[src/rtl/spl_pkg.sv]
package spl_pkg;

  localparam int unsigned SMP_W  = 24;
  localparam int unsigned COEF_W = 23;
  localparam int unsigned DIV_STEPS = 23;
  localparam int unsigned CNT_W  = $clog2(DIV_STEPS);

  localparam logic [SMP_W-1:0]  ONE_Q23       = 24'd8388608;
  localparam logic [SMP_W-1:0]  CEILING_RST   = 24'd8220836;
  localparam logic [COEF_W-1:0] COEFF_RST     = 23'd8384804;

  // register indexes on the configuration port
  localparam logic CFG_CEILING = 1'b0;
  localparam logic CFG_COEFF   = 1'b1;

  typedef struct packed {
    logic signed [SMP_W-1:0] left_in;
    logic signed [SMP_W-1:0] right_in;
  } in_item_t;

  typedef struct packed {
    logic signed [SMP_W-1:0] left_out;
    logic signed [SMP_W-1:0] right_out;
  } out_item_t;

  typedef struct packed {
    logic load;      // capture item, peak and limit flag
    logic div_step;  // one restoring division step
    logic rel_mul;   // coeff * (target - gain)
    logic gain_upd;  // write new gain
    logic mul_l;     // left * gain
    logic mul_r;     // right * gain
    logic out_load;  // fill output register
  } ctl_cmd_t;

  typedef struct packed {
    logic lim;       // peak above ceiling
    logic div_done;  // last division step
    logic out_busy;  // output register still held
  } ctl_sts_t;

endpackage

[src/rtl/spl_ctrl.sv]
module spl_ctrl import spl_pkg::*; (
  input  logic     clk,
  input  logic     rst_n,
  input  logic     in_valid,
  output logic     in_stall,
  input  ctl_sts_t sts,
  output ctl_cmd_t cmd
);

  typedef enum logic [6:0] {
    S_IDLE  = 7'b0000001,
    S_DIV   = 7'b0000010,
    S_REL   = 7'b0000100,
    S_GAIN  = 7'b0001000,
    S_MUL_L = 7'b0010000,
    S_MUL_R = 7'b0100000,
    S_OUT   = 7'b1000000
  } state_t;

  state_t state_r, state_nxt;
  logic   in_acc;

  assign in_stall = (state_r != S_IDLE);
  assign in_acc   = in_valid && !in_stall;

  always_comb begin
    state_nxt = state_r;
    cmd       = '0;
    case (state_r)
      S_IDLE: begin
        cmd.load = in_acc;
        if (in_acc) state_nxt = S_DIV;
      end
      S_DIV: begin
        cmd.div_step = sts.lim;
        if (!sts.lim || sts.div_done) state_nxt = S_REL;
      end
      S_REL: begin
        cmd.rel_mul = 1'b1;
        state_nxt   = S_GAIN;
      end
      S_GAIN: begin
        cmd.gain_upd = 1'b1;
        state_nxt    = S_MUL_L;
      end
      S_MUL_L: begin
        cmd.mul_l = 1'b1;
        state_nxt = S_MUL_R;
      end
      S_MUL_R: begin
        cmd.mul_r = 1'b1;
        state_nxt = S_OUT;
      end
      S_OUT: begin
        if (!sts.out_busy) begin
          cmd.out_load = 1'b1;
          state_nxt    = S_IDLE;
        end
      end
      default: state_nxt = S_IDLE;
    endcase
  end

  always_ff @(posedge clk) begin
    if (!rst_n) state_r <= S_IDLE;
    else        state_r <= state_nxt;
  end

endmodule

[src/rtl/spl_dpath.sv]
module spl_dpath import spl_pkg::*; (
  input  logic              clk,
  input  logic              rst_n,
  input  in_item_t          in_data,
  input  logic              cfg_we,
  input  logic              cfg_addr,
  input  logic [SMP_W-1:0]  cfg_wdata,
  input  logic              out_stall,
  output logic              out_valid,
  output out_item_t         out_data,
  input  ctl_cmd_t          cmd,
  output ctl_sts_t          sts
);

  logic [SMP_W-1:0]        ceil_r;
  logic [COEF_W-1:0]       coeff_r;
  logic [SMP_W-1:0]        gain_r;
  logic signed [SMP_W-1:0] l_r, r_r, left_r;
  logic [SMP_W-2:0]        peak_r, rem_r, quo_r;
  logic                    lim_r;
  logic [CNT_W-1:0]        cnt_r;
  logic [46:0]             prod_r;
  logic                    out_valid_r;
  out_item_t               out_data_r;

  logic [SMP_W-2:0]        mag_l, mag_r, peak;
  logic [SMP_W-1:0]        rem2, rem_sub, tgt, dlt, prod_hi;
  logic                    rem_ge;
  logic signed [SMP_W:0]   ma, mb;
  logic signed [2*SMP_W+1:0] mp;

  // magnitude with full-scale negative pinned to the largest positive code
  function automatic logic [SMP_W-2:0] mag_sat(input logic signed [SMP_W-1:0] x);
    logic [SMP_W-1:0] neg;
    neg = -x;
    if (!x[SMP_W-1])            return x[SMP_W-2:0];
    else if (neg[SMP_W-1])      return '1;
    else                        return neg[SMP_W-2:0];
  endfunction

  assign mag_l = mag_sat(in_data.left_in);
  assign mag_r = mag_sat(in_data.right_in);
  assign peak  = (mag_l > mag_r) ? mag_l : mag_r;

  // restoring divider: remainder stays below peak
  assign rem2    = {rem_r, 1'b0};
  assign rem_ge  = rem2 >= {1'b0, peak_r};
  assign rem_sub = rem2 - {1'b0, peak_r};

  assign tgt     = lim_r ? {1'b0, quo_r} : ONE_Q23;
  assign dlt     = tgt - gain_r;
  assign prod_hi = prod_r[46:23];

  // one shared multiplier
  always_comb begin
    ma = {2'b00, coeff_r};
    mb = {1'b0, dlt};
    if (cmd.mul_l) begin
      ma = {l_r[SMP_W-1], l_r};
      mb = {1'b0, gain_r};
    end else if (cmd.mul_r) begin
      ma = {r_r[SMP_W-1], r_r};
      mb = {1'b0, gain_r};
    end
  end
  assign mp = ma * mb;

  always_ff @(posedge clk) begin
    if (!rst_n) begin
      ceil_r  <= CEILING_RST;
      coeff_r <= COEFF_RST;
    end else if (cfg_we) begin
      case (cfg_addr)
        CFG_CEILING: ceil_r  <= cfg_wdata;
        CFG_COEFF:   coeff_r <= cfg_wdata[COEF_W-1:0];
        default: ;
      endcase
    end
  end

  always_ff @(posedge clk) begin
    if (!rst_n) begin
      gain_r <= ONE_Q23;
    end else if (cmd.gain_upd) begin
      gain_r <= (tgt < gain_r) ? tgt : tgt - prod_hi;
    end
  end

  always_ff @(posedge clk) begin
    if (cmd.load) begin
      l_r    <= in_data.left_in;
      r_r    <= in_data.right_in;
      peak_r <= peak;
      lim_r  <= {1'b0, peak} > ceil_r;
      rem_r  <= ceil_r[SMP_W-2:0];
      cnt_r  <= '0;
    end
    if (cmd.div_step) begin
      rem_r <= rem_ge ? rem_sub[SMP_W-2:0] : rem2[SMP_W-2:0];
      quo_r <= {quo_r[SMP_W-3:0], rem_ge};
      cnt_r <= cnt_r + 1'b1;
    end
    if (cmd.rel_mul || cmd.mul_l || cmd.mul_r) prod_r <= mp[46:0];
    if (cmd.mul_r) left_r <= prod_hi;
    if (cmd.out_load) out_data_r <= '{left_out: left_r, right_out: prod_hi};
  end

  always_ff @(posedge clk) begin
    if (!rst_n)             out_valid_r <= 1'b0;
    else if (cmd.out_load)  out_valid_r <= 1'b1;
    else if (!out_stall)    out_valid_r <= 1'b0;
  end

  assign sts.lim      = lim_r;
  assign sts.div_done = (cnt_r == CNT_W'(DIV_STEPS - 1));
  assign sts.out_busy = out_valid_r && out_stall;

  assign out_valid = out_valid_r;
  assign out_data  = out_data_r;

endmodule

[src/rtl/stereo_peak_limiter.sv]
// Channel   Dir  Payload      Handshake
// in_       in   in_item_t    in_valid / in_stall   (stereo pair, Q1.23)
// out_      out  out_item_t   out_valid / out_stall (limited pair, Q1.23)
// cfg_      in   24b data     cfg_we, cfg_addr (0 ceiling, 1 release coeff)
//
// One item at a time. An item whose peak is above the ceiling also passes
// through the 23-step serial divider for the target gain; an item within
// the ceiling skips the division steps.
// The output register holds a result while out_stall is high; the next item
// is accepted meanwhile and waits in the last step until the register frees.
// Synchronous reset restores gain to unity and the register defaults.
module stereo_peak_limiter import spl_pkg::*; (
  input  logic             clk,
  input  logic             rst_n,
  // input items
  input  logic             in_valid,
  output logic             in_stall,
  input  in_item_t         in_data,
  // result items
  output logic             out_valid,
  input  logic             out_stall,
  output out_item_t        out_data,
  // configuration writes
  input  logic             cfg_we,
  input  logic             cfg_addr,
  input  logic [SMP_W-1:0] cfg_wdata
);

  // controller sequences: capture -> divide (limited only) -> release
  // multiply -> gain update -> left multiply -> right multiply -> output
  ctl_cmd_t cmd;
  ctl_sts_t sts;

  spl_ctrl u_ctrl (
    .clk      (clk),
    .rst_n    (rst_n),
    .in_valid (in_valid),
    .in_stall (in_stall),
    .sts      (sts),
    .cmd      (cmd)
  );

  // datapath: gain register, divider, one shared 25x25 multiplier, out reg
  spl_dpath u_dpath (
    .clk       (clk),
    .rst_n     (rst_n),
    .in_data   (in_data),
    .cfg_we    (cfg_we),
    .cfg_addr  (cfg_addr),
    .cfg_wdata (cfg_wdata),
    .out_stall (out_stall),
    .out_valid (out_valid),
    .out_data  (out_data),
    .cmd       (cmd),
    .sts       (sts)
  );

endmodule

[config.mk]
export PLATFORM = sky130hd
export DESIGN_NAME = stereo_peak_limiter
export DESIGN_NICKNAME = d
export VERILOG_FILES = /design/src/rtl/spl_pkg.sv /design/src/rtl/spl_ctrl.sv /design/src/rtl/spl_dpath.sv /design/src/rtl/stereo_peak_limiter.sv
export SDC_FILE = /design/constraint.sdc
export NUM_CORES = 2
export LEC_CHECK = 0
export ABC_AREA = 1
export BUFFER_PORTS_ARGS = -buffer_cell sky130_fd_sc_hd__buf_2
export CAP_MARGIN = 25
export CORE_MARGIN = 3
export CORE_UTILIZATION = 65
export DETAILED_ROUTE_END_ITERATION = 16
export GPL_TIMING_DRIVEN = 0
export PLACE_DENSITY_LB_ADDON = 0.2
export SKIP_CTS_REPAIR_TIMING = 1
export SYNTH_ARGS = -nofsm -noshare
export SYNTH_HDL_FRONTEND = slang
export SYNTH_SLANG_ARGS = --single-unit
[constraint.sdc]
create_clock -name clk -period 23.4 [get_ports clk]
set_input_delay 2.34 -clock clk [delete_from_list [all_inputs] [get_ports clk]]
set_output_delay 2.34 -clock clk [all_outputs]
set_load 0.1 [all_outputs]
==> reports/metrics.yaml <==
synthesis:
  async_flop_share: 0
  synthXorXnorAreaFrac: 0.0192
  seq_area_frac_synth: 0.210
  yosysTopAreaCellShare: 0.308
  ys_types: 63
  syn_nets: 5567
  synthSimpleGateAreaFrac: 0.190
  synth.cell_area_um2: 38800
  yosysWarnings: 0
  synth.cells.most_frequent: "inv_1 (950), nand2_1 (779), fa_1 (597)"
  ys_ff_latch: 298
  synth_mux_area_frac: 0
  post-synth-top-area-cell: "fa_1"
  yosys.cell_count.top_type: "inv_1"
  synth-edff-count: 219
  ys.flop_type: "edfxtp_1"
  synth_area_per_cell_um2: 8.31
  synth_compound_area_frac: 0.0881
  syn_inst: 4668
  yosys.area_share.adder: 0.380
  synth_top_family_by_area: "adder cells"
  synth_area_leaders: "fa_1 (31%), edfxtp_1 (17%), inv_1 (9.2%), nand2_1 (7.5%), ha_1 (7.2%)"
placement:
  place_area_um2: 40600
  port_buffers: 126
  hpwlAfterDp_um: 108000
  place_congestion: 1.04
worst_setup_path:
  critPathArrivalTime_ps: 11530
  worstSetupPathType: "flip-flop to flip-flop"
  crit_slowest_cell: "fa_1"
  crit_required_ps: 23690
  path_max_fanout: 10
  crit_top_cell: "nand2_1"
  start_kind: "flip-flop"
  end_kind: "flip-flop"
  critPathMaxStageDelay_ps: 950
timing:
  worstMarginPinSlew_ps: 1160
  finalCritPeriodShare: 0.480
  clock_skew_ps: 16.9
  drv_slew: 0
  max_slew_margin: 0.217
  fin_setup_tns_ps: 0
  fin_crit_ps: 11240
  grt_setup_unrepaired: "no"
  hold_violations: 0
  hold-worst-slack_ps: 418
  finalSetupViolCount: 0
  timing.fmax_ghz: 0.0890
floorplan:
  dieArea_um2: 62700
  pin_count: 128
  core_um2: 58400
  initial_utilization: 0.665
  die-height_um: 250
  num_rows: 88
  fp.dieW_um: 250
route:
  post_drt_wl_per_cell_um: 22.9
  dr.first_iter.drc_count: 4337
  dr.pass1.iters: 7
  vias: 34000
  ant_nets: 0
  via_per_inst: 6.03
  drc: 0
  totalWireLength_um: 129000
cells_and_area:
  n_fill_cell: 4711
  area_growth_syn_to_layout_pct: 7.63
  drive_gt1_frac: 0.0774
  finalInstanceArea_um2: 41800
  nets: 5744
clock_tree:
  cts.sinks: 298
  clkTransAtPathRegs_ps: 70
  htreeDepth: 1
  clock_path_buffers: 3
  cts_inserted_buffers: 30
  clkLatencyLatePin_ps: 580
  cts_tree: "yes"
  cts_root_buf: "clkbuf_16"
global_route:
  track_usage: 0.414
  grt_start_max_net_pins: 35
  grtUsageMet3: 0.128
  grt_overflow_total: 0
  met2_usage: 0.622
  met1_usage: 0.564
  grt_pass1_wl_um: 196000
  grt_pass1_vias: 33400
  top_usage_layer: "met2"
  antenna_found_initial: 3
worst_hold_path:
  hold_path.class: "flip-flop to flip-flop"
job:
  drv_cap: 0
run_status:
  status: "finished clean"
-- worst max-delay path: cells and delay by family (launching register included) --
| family | cells | cell delay [ps] |
|---|---|---|
| adder cells (fa/ha/maj) | 10 | 5630 |
| AND/OR/NAND/NOR | 20 | 2390 |
| buffers and inverters | 9 | 1770 |
| AO/OA/AOI/OAI | 3 | 630 |
| flip-flops | 1 | 340 |
| XOR/XNOR | 1 | 160 |
-- path summary, 6_finish.rpt --
path	from	end	slack [ps]	cells after the start
setup / recovery	u_dpath.lim_r$_DFFE_PP_	u_dpath.prod_r[46]$_DFFE_PP_	12160	43
hold / removal	u_dpath.left_r[11]$_DFFE_PP_	u_dpath.out_data[35]$_DFFE_PP_	420	0
setup reg to reg	u_dpath.lim_r$_DFFE_PP_	u_dpath.prod_r[46]$_DFFE_PP_	12160	43
hold reg to reg	u_dpath.left_r[11]$_DFFE_PP_	u_dpath.out_data[35]$_DFFE_PP_	420	0
-- placed cells by master, fill, tap and decap left out, types with 14 or more instances in the layout --
master and count:
a31oi_1 18, o21ai_1 41, clkbuf_16 31, inv_1 950, nand2_1 779, a21oi_1 197
xnor2_1 35, nand4_1 33, clkbuf_1 102, o21bai_1 18, o21ai_0 221, or2_2 33
o211ai_1 44, nand2_2 34, nor2_1 524, fa_1 597, inv_2 20, nor4_1 14
nand3_2 15, nand3_1 203, xor2_1 50, ha_1 224, nor3_1 43, dfxtp_1 79
edfxtp_1 219, clkinv_1 18, o21a_1 18, buf_2 157
-- cells by family after synthesis --
family	count (synthesis)
and+or+nand+nor	1727
buffers and inverters	1129
adders and majority gates	821
AOI/OAI and AO/OA	608
DFF	298
xor gates and xnor gates	85
-- flip-flops by register name, summed over array words and instances (netlist names) --
signal and count:
u_dpath.left_r 24, u_dpath.r_r 24, u_dpath.quo_r 23, u_dpath.ceil_r 24, u_ctrl.state_r 7, u_dpath.lim_r 1, u_dpath.rem_r 23, u_dpath.gain_r 24
u_dpath.out_valid 1, u_dpath.cnt_r 5, u_dpath.peak_r 23, u_dpath.out_data 48, u_dpath.coeff_r 23, u_dpath.l_r 24, u_dpath.prod_r 24
-- cell type report --
type                       count  area, um2  share of cell area
tap                          765        957              0.0229
multi-input combinational   3241      26300               0.630
sequential                   298       8160               0.195
antenna                        6       15.0            0.000359
inverter                     983       3690              0.0883
clock buffer                  32        779              0.0187
timing repair buffer         145        891              0.0213
clock inverter                24        295             0.00707
buffer                       146        661              0.0158
-- metal layers --
metal,up-vias,wire [um]
met1,16400,48500
met3,457,17700
met4,0,7150
met2,2290,55900
met5,-,0
li1,14900,-
-- stage by stage --
stage | instances | setup WS (ps) | util
2_1_floorplan | 4668 | 14870 | -
3_3_place_gp | 5559 | 12520 | 0.692
3_5_place_dp | 5577 | 12450 | 0.697
4_1_cts | 5633 | 12420 | 0.715
5_1_grt | 5635 | 11730 | 0.716
6_report | 5640 | 12160 | 0.716
Power is not shown: default switching activity piles up to over one toggle a cycle in this logic, so the estimate is an artifact.
